### src/sv/asws_pkg.sv
// Package for the array stack with search: command and status codes,
// default depth, and the packed item types of both channels.
// Used by the top level, the checker and the testbench; depends on nothing.
package asws_pkg;

    // Default number of entries in the stack store.
    localparam int DEPTH_DEFAULT = 64;

    // Width of one stored word.
    localparam int WORD_W = 32;

    // Command codes.
    localparam logic [2:0] CMD_PUSH   = 3'd0;
    localparam logic [2:0] CMD_POP    = 3'd1;
    localparam logic [2:0] CMD_PEEK   = 3'd2;
    localparam logic [2:0] CMD_SEARCH = 3'd3;
    localparam logic [2:0] CMD_SET    = 3'd4;
    localparam logic [2:0] CMD_CLEAR  = 3'd5;

    // Result status codes.
    localparam logic [2:0] ST_OK      = 3'd0;
    localparam logic [2:0] ST_EMPTY   = 3'd1;
    localparam logic [2:0] ST_FULL    = 3'd2;
    localparam logic [2:0] ST_BADPOS  = 3'd3;
    localparam logic [2:0] ST_NOMATCH = 3'd4;

    // One input item.
    typedef struct packed {
        logic        [2:0]        command;
        logic signed [WORD_W-1:0] value;
        logic        [6:0]        position;
    } t_in_item;

    // One result item.
    typedef struct packed {
        logic        [2:0]        status;
        logic signed [WORD_W-1:0] data;
        logic        [6:0]        match_position;
        logic                     last;
    } t_out_item;

endpackage

### src/sv/array_stack_with_search_top.sv
// Top level of the array stack with search: command decode, entry count,
// search scan sequencer and result register around one stack RAM.
// Depends on asws_pkg and asws_ram.
//
// Usage: an item (command, value, position) is accepted at a rising edge
// where start is high and busy is low. Every result is shown on o_result
// for exactly one cycle with o_strobe high; the receiver cannot stall, so
// results are never held back.
// Push, pop, peek, set and clear leave busy low, so a
// new item may follow in the next cycle. Their single result passes the
// RAM read and then the result register.
// Search on a stack of N entries reads one entry per cycle through the
// single RAM read port and holds busy high until the scan is flushed; its results
// (one per match, bottom first, the final one marked last, or one no-match
// result) pass the RAM read, the compare and the result register. Search on an empty stack
// answers like the other commands; unused command codes leave busy low
// and give no result.
// Reset empties the stack and drops any scan or pending result. The store
// itself is not cleared: only entries written by push or set are read.
module array_stack_with_search_top #(
    parameter int DEPTH = asws_pkg::DEPTH_DEFAULT
) (
    input  logic                 i_clk,
    input  logic                 i_rst_n,
    input  logic                 start,
    output logic                 busy,
    input  asws_pkg::t_in_item   i_item,
    output logic                 o_strobe,
    output asws_pkg::t_out_item  o_result
);

    localparam int AW = (DEPTH > 1) ? $clog2(DEPTH) : 1;
    localparam int CW = $clog2(DEPTH + 1);

    // Entry count and first result stage.
    logic [CW-1:0] r_count;
    logic          r_s1_valid;
    logic [2:0]    r_s1_status;
    logic          r_s1_use_q;

    // Search scan state.
    logic                            r_scan;
    logic [CW-1:0]                   r_scan_addr;
    logic                            r_cmp_valid;
    logic [6:0]                      r_cmp_pos;
    logic                            r_cmp_final;
    logic signed [asws_pkg::WORD_W-1:0] r_key;
    logic                            r_pend_valid;
    logic [6:0]                      r_pend_pos;
    logic                            r_flush;

    // Result register.
    logic                 r_strobe;
    logic                 n_strobe;
    asws_pkg::t_out_item  r_out;
    asws_pkg::t_out_item  n_out;

    // RAM connections.
    logic                         ram_we;
    logic [AW-1:0]                ram_waddr;
    logic [AW-1:0]                ram_raddr;
    logic [asws_pkg::WORD_W-1:0]  ram_q;

    logic          accept;
    logic          full;
    logic          empty;
    logic          pos_ok;
    logic          hit;
    logic [CW-1:0] cnt_m1;
    logic [6:0]    pos_m1;
    logic [CW-1:0] scan_next;

    assign accept    = start && !busy;
    assign full      = (r_count == CW'(DEPTH));
    assign empty     = (r_count == '0);
    assign pos_ok    = (i_item.position != 7'd0) && (i_item.position <= 7'(r_count));
    assign cnt_m1    = r_count - CW'(1);
    assign pos_m1    = i_item.position - 7'd1;
    assign scan_next = r_scan_addr + CW'(1);
    assign hit       = (ram_q == r_key);
    assign busy      = r_scan || r_cmp_valid || r_flush;

    // RAM address and write decode for the accepted item.
    always_comb begin
        ram_we    = 1'b0;
        ram_waddr = r_count[AW-1:0];
        ram_raddr = r_scan_addr[AW-1:0];
        if (accept) begin
            unique case (i_item.command) inside
                asws_pkg::CMD_PUSH: begin
                    ram_we    = !full;
                    ram_waddr = r_count[AW-1:0];
                end
                asws_pkg::CMD_POP, asws_pkg::CMD_PEEK: begin
                    ram_raddr = cnt_m1[AW-1:0];
                end
                asws_pkg::CMD_SEARCH: begin
                    ram_raddr = '0;
                end
                asws_pkg::CMD_SET: begin
                    ram_we    = pos_ok;
                    ram_waddr = pos_m1[AW-1:0];
                end
                default: begin
                    ram_we = 1'b0;
                end
            endcase
        end
    end

    asws_ram #(
        .WIDTH (asws_pkg::WORD_W),
        .DEPTH (DEPTH)
    ) u_ram (
        .i_clk   (i_clk),
        .i_we    (ram_we),
        .i_waddr (ram_waddr),
        .i_wdata (i_item.value),
        .i_raddr (ram_raddr),
        .o_rdata (ram_q)
    );

    // Command handling: count update and first result stage.
    always_ff @(posedge i_clk) begin
        if (!i_rst_n) begin
            r_count    <= '0;
            r_s1_valid <= 1'b0;
        end else begin
            r_s1_valid <= 1'b0;
            if (accept) begin
                unique case (i_item.command) inside
                    asws_pkg::CMD_PUSH: begin
                        r_s1_valid  <= 1'b1;
                        r_s1_use_q  <= 1'b0;
                        r_s1_status <= full ? asws_pkg::ST_FULL : asws_pkg::ST_OK;
                        if (!full) begin
                            r_count <= r_count + CW'(1);
                        end
                    end
                    asws_pkg::CMD_POP, asws_pkg::CMD_PEEK: begin
                        r_s1_valid  <= 1'b1;
                        r_s1_use_q  <= !empty;
                        r_s1_status <= empty ? asws_pkg::ST_EMPTY : asws_pkg::ST_OK;
                        if (!empty && i_item.command == asws_pkg::CMD_POP) begin
                            r_count <= cnt_m1;
                        end
                    end
                    asws_pkg::CMD_SEARCH: begin
                        // An empty stack answers at once; otherwise the scan answers.
                        r_s1_valid  <= empty;
                        r_s1_use_q  <= 1'b0;
                        r_s1_status <= asws_pkg::ST_NOMATCH;
                    end
                    asws_pkg::CMD_SET: begin
                        r_s1_valid  <= 1'b1;
                        r_s1_use_q  <= 1'b0;
                        r_s1_status <= pos_ok ? asws_pkg::ST_OK : asws_pkg::ST_BADPOS;
                    end
                    asws_pkg::CMD_CLEAR: begin
                        r_s1_valid  <= 1'b1;
                        r_s1_use_q  <= 1'b0;
                        r_s1_status <= asws_pkg::ST_OK;
                        r_count     <= '0;
                    end
                    default: begin
                        r_s1_valid <= 1'b0;
                    end
                endcase
            end
        end
    end

    // Search scan: one read per cycle, compare in the cycle after each read, then flush.
    // A match is held as pending until the next match or the end of the scan
    // shows whether it is the final one.
    always_ff @(posedge i_clk) begin
        if (!i_rst_n) begin
            r_scan       <= 1'b0;
            r_cmp_valid  <= 1'b0;
            r_pend_valid <= 1'b0;
            r_flush      <= 1'b0;
        end else begin
            r_cmp_valid <= 1'b0;
            r_flush     <= 1'b0;
            if (accept && i_item.command == asws_pkg::CMD_SEARCH && !empty) begin
                r_key        <= i_item.value;
                r_cmp_valid  <= 1'b1;
                r_cmp_pos    <= 7'd1;
                r_cmp_final  <= (r_count == CW'(1));
                r_scan_addr  <= CW'(1);
                r_scan       <= (r_count != CW'(1));
                r_pend_valid <= 1'b0;
            end else if (r_scan) begin
                r_cmp_valid <= 1'b1;
                r_cmp_pos   <= 7'(r_scan_addr) + 7'd1;
                r_cmp_final <= (scan_next == r_count);
                r_scan_addr <= scan_next;
                r_scan      <= (scan_next != r_count);
            end
            if (r_cmp_valid) begin
                if (hit) begin
                    r_pend_valid <= 1'b1;
                    r_pend_pos   <= r_cmp_pos;
                end
                r_flush <= r_cmp_final;
            end
            if (r_flush) begin
                r_pend_valid <= 1'b0;
            end
        end
    end

    // Result selection: plain commands, a superseded match, or the scan end.
    always_comb begin
        n_strobe = 1'b0;
        n_out    = '0;
        if (r_s1_valid) begin
            n_strobe      = 1'b1;
            n_out.status  = r_s1_status;
            n_out.data    = r_s1_use_q ? ram_q : '0;
            n_out.last    = 1'b1;
        end else if (r_cmp_valid && hit && r_pend_valid) begin
            n_strobe             = 1'b1;
            n_out.status         = asws_pkg::ST_OK;
            n_out.match_position = r_pend_pos;
            n_out.last           = 1'b0;
        end else if (r_flush) begin
            n_strobe             = 1'b1;
            n_out.status         = r_pend_valid ? asws_pkg::ST_OK : asws_pkg::ST_NOMATCH;
            n_out.match_position = r_pend_valid ? r_pend_pos : 7'd0;
            n_out.last           = 1'b1;
        end
    end

    // Result register.
    always_ff @(posedge i_clk) begin
        if (!i_rst_n) begin
            r_strobe <= 1'b0;
        end else begin
            r_strobe <= n_strobe;
        end
        r_out <= n_out;
    end

    assign o_strobe = r_strobe;
    assign o_result = r_out;

    // The end of a scan always delivers a result marked last.
    a_flush_last: assert property (@(posedge i_clk) disable iff (!i_rst_n)
        r_flush |=> (o_strobe && o_result.last))
        else $error("scan end gave no final result");

    // An accepted push onto a stack with room grows the count by one.
    a_push_count: assert property (@(posedge i_clk) disable iff (!i_rst_n)
        (accept && i_item.command == asws_pkg::CMD_PUSH && !full)
        |=> (r_count == $past(r_count) + CW'(1)))
        else $error("push did not grow the entry count");

    // The count never exceeds the store depth.
    a_count_bound: assert property (@(posedge i_clk) disable iff (!i_rst_n)
        r_count <= CW'(DEPTH))
        else $error("entry count above depth");

    // A no-match result is final and carries no position.
    a_nomatch_form: assert property (@(posedge i_clk) disable iff (!i_rst_n)
        (o_strobe && o_result.status == asws_pkg::ST_NOMATCH)
        |-> (o_result.last && o_result.match_position == 7'd0))
        else $error("malformed no-match result");

endmodule

### src/sv/asws_ram.sv
// Generic simple dual-port RAM: one write port and one read port with a
// registered read. Depends on no package.
module asws_ram #(
    parameter  int WIDTH = 32,
    parameter  int DEPTH = 64,
    localparam int AW    = (DEPTH > 1) ? $clog2(DEPTH) : 1
) (
    input  logic             i_clk,
    input  logic             i_we,
    input  logic [AW-1:0]    i_waddr,
    input  logic [WIDTH-1:0] i_wdata,
    input  logic [AW-1:0]    i_raddr,
    output logic [WIDTH-1:0] o_rdata
);

    logic [WIDTH-1:0] r_mem [DEPTH];
    logic [WIDTH-1:0] r_rdata;

    // Write port and registered read port.
    always_ff @(posedge i_clk) begin
        if (i_we) begin
            r_mem[i_waddr] <= i_wdata;
        end
        r_rdata <= r_mem[i_raddr];
    end

    assign o_rdata = r_rdata;

endmodule

### config.mk
export PLATFORM = sky130hd
export DESIGN_NAME = array_stack_with_search_top
export DESIGN_NICKNAME = d
export VERILOG_FILES = /design/src/sv/asws_pkg.sv /design/src/sv/array_stack_with_search_top.sv /design/src/sv/asws_ram.sv
export SDC_FILE = /design/constraint.sdc
export NUM_CORES = 2
export LEC_CHECK = 0
export BUFFER_PORTS_ARGS = -buffer_cell sky130_fd_sc_hd__buf_2
export CAP_MARGIN = 5
export CORE_MARGIN = 3
export CORE_UTILIZATION = 55
export CTS_BUF_LIST = sky130_fd_sc_hd__clkbuf_16
export CTS_CLUSTER_DIAMETER = 50
export CTS_CLUSTER_SIZE = 24
export DETAILED_ROUTE_END_ITERATION = 8
export HOLD_SLACK_MARGIN = 0.02
export PLACE_DENSITY = 0.83
export SLEW_MARGIN = 20
export SYNTH_ARGS = -nofsm -noshare
export SYNTH_HDL_FRONTEND = slang
export SYNTH_SLANG_ARGS = --single-unit
### constraint.sdc
create_clock -name i_clk -period 6.3 [get_ports i_clk]
set_clock_uncertainty 0.2 [all_clocks]
set_input_delay 1.89 -clock i_clk [delete_from_list [all_inputs] [get_ports i_clk]]
set_output_delay 1.89 -clock i_clk [all_outputs]
set_load 0.01 [all_outputs]
## Word level (Yosys, flattened, before mapping)

Memories as Yosys holds them, arrays and structs flattened. A register that Yosys moved wholly into a read port is not among the register bits.
Cells that the tools add are included.

| word-level totals | value |
|---|---|
| flip-flop bits (word level) | 107 |
| RAM bits | 2,048 |
| bits of input ports | 45 |
| word-level logic and storage cells | 106 |
| memories | 1 |

| operators by class | value |
|---|---|
| add/subtract/negate cells | 4 |
| order comparisons | 1 |
| equality and inequality tests | 13 |
| multiplexer cells | 37 |
| bitwise logic cells | 1 |
| reductions and logical operators | 32 |

Memory list:

| name | depth | bits a word | rd ports | clocked after Yosys merged registers in | wr ports | RTL line | text |
|---|---|---|---|---|---|---|---|
| u_ram.r_mem | 64 | 32 | 1 | 1 | 1 | asws_ram.sv:16 | `logic [WIDTH-1:0] r_mem [DEPTH];` |

Operators with widths:

| operator | count |
|---|---|
| $eq A32 B32 Y1 | 1 |
| $mux W7 | 4 |
| $pmux W7 S3 | 1 |
| $mux W6 | 3 |
| $mux W1 | 16 |
| $mux W8 | 2 |
| $pmux W3 S5 | 1 |
| $add A7 B1 Y7 const B | 2 |
| $mux W3 | 4 |
| $pmux W6 S2 | 1 |
| $reduce_and A2 Y1 | 5 |
| $reduce_and A3 Y1 | 3 |
| $eq A7 B1 Y1 const B | 1 |
| $eq A7 B7 Y1 | 1 |
| $eq A7 B7 Y1 const B | 1 |
| $le A7 B7 Y1 | 1 |
| $logic_and A1 B1 Y1 | 7 |
| $logic_not A7 Y1 | 1 |
| $ne A7 B1 Y1 const B | 1 |
| $ne A7 B7 Y1 | 1 |
| $reduce_bool A7 Y1 | 1 |
| $sub A7 B1 Y7 const B | 1 |
| $eq A3 B2 Y1 const B | 2 |
| $eq A3 B3 Y1 const B | 2 |
| 16 further kinds | 25 |

## Depth between registers and ports, before layout

| logic depth | value |
|---|---|
| depth in word-level cells | 9 |
| mapped depth | 15 |

## Hierarchy

From an unflattened synthesis, not the netlist that was laid out.

| unflattened totals | value |
|---|---|
| cells, all modules | 3,751 |
| area, all modules | 83,216.1 sq um |

By module, submodules not included:

| module | times used | cells each | area an instance (sq um) | seq. area each (sq um) |
|---|---|---|---|---|
| asws_ram | 1 | 3,324 | 78,515.3 | 62,139.6 |
| array_stack_with_search_top | 1 | 427 | 4,700.8 | 2,652.5 |

## Least setup slack after synthesis

Ideal clock, no wire load.

| timing | value |
|---|---|
| path kind | input-to-reg |
| start | input port i_item[1] (netlist bit) |
| end | memory u_ram.r_mem[0][0], enable pin |
| setup time | 0.421 ns |
| arrival time | 5.221 ns |
| slack | 0.458 ns |
| stages | 9 |
| path buffers | 0 |
| path through | ha_1 nor2b_1 o21ai_0 a21oi_1 o31a_1 o22a_1 o41ai_1 nand3_1 nor2_1 |

| between the ends | value |
|---|---|
| longest elaborated chain between the ends | 6 |

Ends and longest elaborated chain:

| what | RTL line | text |
|---|---|---|
| from (decl) | array_stack_with_search_top.sv:27 | `input asws_pkg::t_in_item i_item,` |
| $le A7 B7 Y1 or $reduce_bool A7 Y1 (tied branches) | array_stack_with_search_top.sv:76 | `assign pos_ok = (i_item.position != 7'd0) && (i_item.position <= 7'(r_count));` |
| $logic_and A1 B1 Y1 | array_stack_with_search_top.sv:76 |  |
| $pmux W1 S2 | array_stack_with_search_top.sv:89 | `unique case (i_item.command) inside` |
| $mux W1 | array_stack_with_search_top.sv:88 | `if (accept) begin` |
| $mux W1 | asws_ram.sv:21 | `if (i_we) begin` |
| $mux W1 (implied by the code) | asws_ram.sv:22 | `r_mem[i_waddr] <= i_wdata;` |
| to (decl) | asws_ram.sv:16 |  |

Several ways; a longest one is shown, not always the timed one.

## Worst setup path in the final report

| timing | value |
|---|---|
| start | input port start |
| end | register u_ram.r_rdata[4] (netlist: u_ram.o_rdata[4]), read port of u_ram.r_mem |

| between the ends | value |
|---|---|
| longest elaborated chain between the ends | 2 |

Ends and longest elaborated chain:

| what | RTL line | text |
|---|---|---|
| from (decl) | array_stack_with_search_top.sv:25 | `input logic start,` |
| $logic_and A1 B1 Y1 | array_stack_with_search_top.sv:73 | `assign accept = start && !busy;` |
| $mux W6 | array_stack_with_search_top.sv:88 |  |
| to (decl) | asws_ram.sv:17 | `logic [WIDTH-1:0] r_rdata;` |

Every way passes these cells.
A chain may end at the register's enable or synchronous reset.

==> metrics.txt <==
# TYPE chip_impl_metric gauge
chip_impl_info{name="min_delay_path_class",value="reg2reg"} 1
chip_impl_metric{name="finalNetCount",unit=""} 4688
chip_impl_metric{name="layout_worst_path_cycle_share",unit="%"} 90.20
chip_impl_metric{name="first_iter_violations",unit=""} 8473
chip_impl_metric{name="cp_data_required_time",unit="ps"} 6710
chip_impl_metric{name="globalplace.congestion",unit=""} 0.9312
chip_impl_info{name="worstPathCellList",value="buf_2 > or4b_1 > o21ai_1 > o21a_4 > buf_12 > buf_12 > mux2_2 > nand2_1 > a21oi_1 > o41ai_1 > o311ai_1"} 1
chip_impl_metric{name="worst_slew_margin_relative_to_its_limit",unit="%"} 15.13
chip_impl_metric{name="postCtsHoldBufs",unit=""} 0
chip_impl_metric{name="timing_hold_violations_final",unit=""} 0
chip_impl_metric{name="floorplan.initialDensity",unit="%"} 55.69
chip_impl_info{name="synth.top_cells.by_count",value="sky130_fd_sc_hd__edfxtp_1 (2,099), sky130_fd_sc_hd__mux4_2 (310), sky130_fd_sc_hd__nand2_1 (296)"} 1
chip_impl_metric{name="syn_area_per_cell",unit="um^2"} 19.38
chip_impl_metric{name="peakVddDrop",unit="uV"} 359.4
chip_impl_metric{name="cts.clk_slew.worst_paths",unit="ps"} 90
chip_impl_info{name="synth_top_area_cell",value="sky130_fd_sc_hd__edfxtp_1"} 1
chip_impl_metric{name="core",unit="um^2"} 150800
chip_impl_metric{name="grt_pass1_vias",unit=""} 46080
chip_impl_metric{name="globalRouteOverflowTotal",unit=""} 0
chip_impl_info{name="ctsRootBufferMaster",value="sky130_fd_sc_hd__clkbuf_16"} 1
chip_impl_metric{name="final-max-slew-violation-count",unit=""} 0
chip_impl_metric{name="wl_per_cell",unit="um"} 34.27
chip_impl_metric{name="yosys_warnings",unit=""} 0
chip_impl_metric{name="route.antenna.remaining_nets",unit=""} 0
chip_impl_metric{name="numPortBuffers",unit=""} 89
chip_impl_metric{name="synthesis.nets",unit=""} 4392
chip_impl_metric{name="cts_setup_buffers",unit=""} 0
chip_impl_metric{name="die-width",unit="um"} 396.8
chip_impl_metric{name="ys_seq_elements",unit=""} 2187
chip_impl_metric{name="detailroute.via_count",unit=""} 46930
chip_impl_info{name="tritoncts",value="yes"} 1
chip_impl_metric{name="die_h",unit="um"} 396.8
chip_impl_info{name="synth_top_cells_by_area",value="sky130_fd_sc_hd__edfxtp_1 (75%), sky130_fd_sc_hd__mux4_2 (8.3%), sky130_fd_sc_hd__mux2i_1 (3.4%)"} 1
chip_impl_metric{name="period_minus_slack",unit="ps"} 5682
chip_impl_metric{name="count_of_flip_flops_with_a_built_in_enable_after_synthesis",unit=""} 2099
chip_impl_info{name="setup.worst_path.start_class",value="input pin"} 1
chip_impl_metric{name="post_cts.resized_instances",unit=""} 0
chip_impl_metric{name="slowest_stage_delay_cp",unit="ps"} 1150
chip_impl_metric{name="yosysSeqAreaShare",unit="%"} 77.12
chip_impl_metric{name="design_power_total",unit="mW"} 28.58
chip_impl_metric{name="path_max_fanout",unit=""} 54
chip_impl_metric{name="post-place-ws",unit="ps"} -92.22
chip_impl_metric{name="fmaxAchievable",unit="MHz"} 176.0
chip_impl_info{name="critical_path.endpoint_type",value="flip-flop"} 1
chip_impl_metric{name="routed_wl",unit="um"} 232200
chip_impl_metric{name="maximum_number_of_pins_on_one_net_before_global_route_repair",unit=""} 80
chip_impl_metric{name="mapped_cells",unit=""} 4335
chip_impl_metric{name="cellPowerDensity",unit="nW/um^2"} 300.8
chip_impl_metric{name="cellLeakagePower",unit="nW"} 30.89
chip_impl_metric{name="setup_tns",unit="ps"} 0
chip_impl_info{name="worst-setup-path-type",value="in2reg"} 1
chip_impl_metric{name="initial_antenna_violation_count",unit=""} 17
chip_impl_metric{name="worstPathArrival",unit="ps"} 6090
chip_impl_info{name="critPathTopFamily",value="compound AO/OA/AOI/OAI gates"} 1
chip_impl_metric{name="synth_async_sr_flop_share",unit="%"} 0
chip_impl_info{name="outcome",value="finished, final reports clean"} 1
chip_impl_metric{name="netlist_area_pre_place",unit="um^2"} 84010
chip_impl_metric{name="area.growth.synth_to_final",unit="%"} 13.08
chip_impl_metric{name="cp.buffers_inverters",unit=""} 3
chip_impl_info{name="critPathSlowestCell",value="sky130_fd_sc_hd__o41ai_1"} 1
chip_impl_metric{name="timing_worst_slew_pin_value",unit="ps"} 1257
chip_impl_info{name="crit_path_frequent_cell",value="sky130_fd_sc_hd__buf_12"} 1
chip_impl_info{name="rsz0062_at_grt",value="false"} 1
chip_impl_info{name="ys.flop_type",value="sky130_fd_sc_hd__edfxtp_1"} 1
chip_impl_metric{name="first_pass_grt_wire_length",unit="um"} 328800
chip_impl_metric{name="synth.distinct_cells",unit=""} 67
chip_impl_metric{name="drt_drc_violations_left",unit=""} 0
chip_impl_metric{name="fraction_of_layout_cells_with_a_size_suffix_above_1",unit="%"} 23.15
chip_impl_metric{name="io_pins",unit=""} 90
chip_impl_metric{name="synth_top_area_share",unit="%"} 75.03
chip_impl_metric{name="cts_made_buffers",unit=""} 145
chip_impl_info{name="synth_most_common_cell",value="sky130_fd_sc_hd__edfxtp_1"} 1
chip_impl_metric{name="setup_violations",unit=""} 0
chip_impl_metric{name="max_cap_viol_count",unit=""} 0
chip_impl_metric{name="drt_pre_antenna_iters",unit=""} 8
chip_impl_metric{name="setup_ws",unit="ps"} 617.6
chip_impl_metric{name="placement_rows",unit=""} 142
chip_impl_metric{name="layout.filler_cells",unit=""} 9481
chip_impl_metric{name="clk_latency",unit="ps"} 800
chip_impl_metric{name="grt_usage",unit="%"} 29.36
chip_impl_metric{name="dp_hpwl",unit="um"} 129600
chip_impl_metric{name="clock_sinks",unit=""} 2187
chip_impl_metric{name="fin_area",unit="um^2"} 95000
chip_impl_metric{name="htree_levels",unit=""} 4
chip_impl_metric{name="clockBufferDepth",unit=""} 3
chip_impl_metric{name="drt-vias-per-instance",unit=""} 6.925
chip_impl_metric{name="postPlaceCellArea",unit="um^2"} 89820
chip_impl_metric{name="die_area",unit="um^2"} 157500
-- final cells by class --
cell class              count  area [um^2]  share of cell area [%]
flip-flops and latches   2187        64790                   68.21
multi-input cells        1882        18560                   19.54
repair buffers            401         3906                   4.112
clock buffers             150         3754                   3.951
well taps                2016         2522                   2.655
clock inverters           114         1378                   1.450
inverters                  14        52.55                 0.05532
diodes                     12        30.03                 0.03161
-- power breakdown --
part           internal [mW]  total, mW  switching [mW]
Sequential              16.0       16.1           0.168
Clock                   5.04       10.3            5.26
Combinational          0.778       2.15            1.37
Total                   21.8       28.6            6.80
-- registers in the layout (all words and copies together), names as in the netlist, 3 cells and up --
signal,cells
r_s1_status,3
r_cmp_pos,7
o_result,43
r_key,32
r_count,7
u_ram.o_rdata,32
u_ram.r_mem,2048
r_pend_pos,7
-- cells in the final DEF (no fill, tap or decap), types with 56 or more instances in the layout --
| master | count |
|---|---|
| sky130_fd_sc_hd__clkbuf_16 | 150 |
| sky130_fd_sc_hd__mux4_2 | 310 |
| sky130_fd_sc_hd__buf_2 | 87 |
| sky130_fd_sc_hd__a21oi_1 | 196 |
| sky130_fd_sc_hd__mux2_2 | 56 |
| sky130_fd_sc_hd__nor2_4 | 64 |
| sky130_fd_sc_hd__buf_4 | 224 |
| sky130_fd_sc_hd__a22o_1 | 56 |
| sky130_fd_sc_hd__edfxtp_1 | 2099 |
| sky130_fd_sc_hd__dfxtp_1 | 88 |
| sky130_fd_sc_hd__buf_12 | 89 |
| sky130_fd_sc_hd__nand2_1 | 294 |
| sky130_fd_sc_hd__a211oi_1 | 56 |
| sky130_fd_sc_hd__mux2i_1 | 286 |
-- kinds of logic after synthesis --
logic type	share of synthesized area, %
multiplexers	12.59
XOR/XNOR	0.5421
adder cells (fa/ha/maj)	0.1787
AO/OA/AOI/OAI	5.375
flip-flops	77.12
AND/OR/NAND/NOR	2.694
buffers and inverters	1.498
-- worst register-to-register path: stages, from the launching register on --
cell and delay (ps):
sky130_fd_sc_hd__dfxtp_1 740, sky130_fd_sc_hd__inv_1 220, sky130_fd_sc_hd__ha_1 380, sky130_fd_sc_hd__or4_1 610
sky130_fd_sc_hd__nand2_4 310, sky130_fd_sc_hd__buf_12 300, sky130_fd_sc_hd__buf_12 230, sky130_fd_sc_hd__mux4_2 310
sky130_fd_sc_hd__a22o_1 250, sky130_fd_sc_hd__a211oi_1 900, sky130_fd_sc_hd__o22a_1 370, sky130_fd_sc_hd__o311ai_1 160
-- layer usage --
metal  share of wire, %  up-vias  global-route usage (%)
met4                6.2       14                   15.67
met5              0.037        -                       0
met3                 15      805                   9.610
li1                   -    18320                       -
met2                 46     4218                   45.30
met1                 32    23570                   37.29
-- final timing paths --
kind	start	slack (ps)	cells after the start	end
max	start	620	11	u_ram.o_rdata[4]
min	r_pend_pos[5]	240	1	o_result[6]
max reg2reg	r_count[0]	1160	11	u_ram.o_rdata[4]
min reg2reg	r_pend_pos[5]	240	1	o_result[6]
-- through the flow --
step	hold slack (ps)	utilization, %	instances
after floorplan	220.3	-	4335
after CTS	244.6	62.95	6763
after global routing	255.4	62.96	6764
after detailed placement	232.8	59.54	6499
final	244.7	62.98	6776
after global placement	231.1	59.51	6495
No activity file was read; power rests on OpenSTA's default activity.
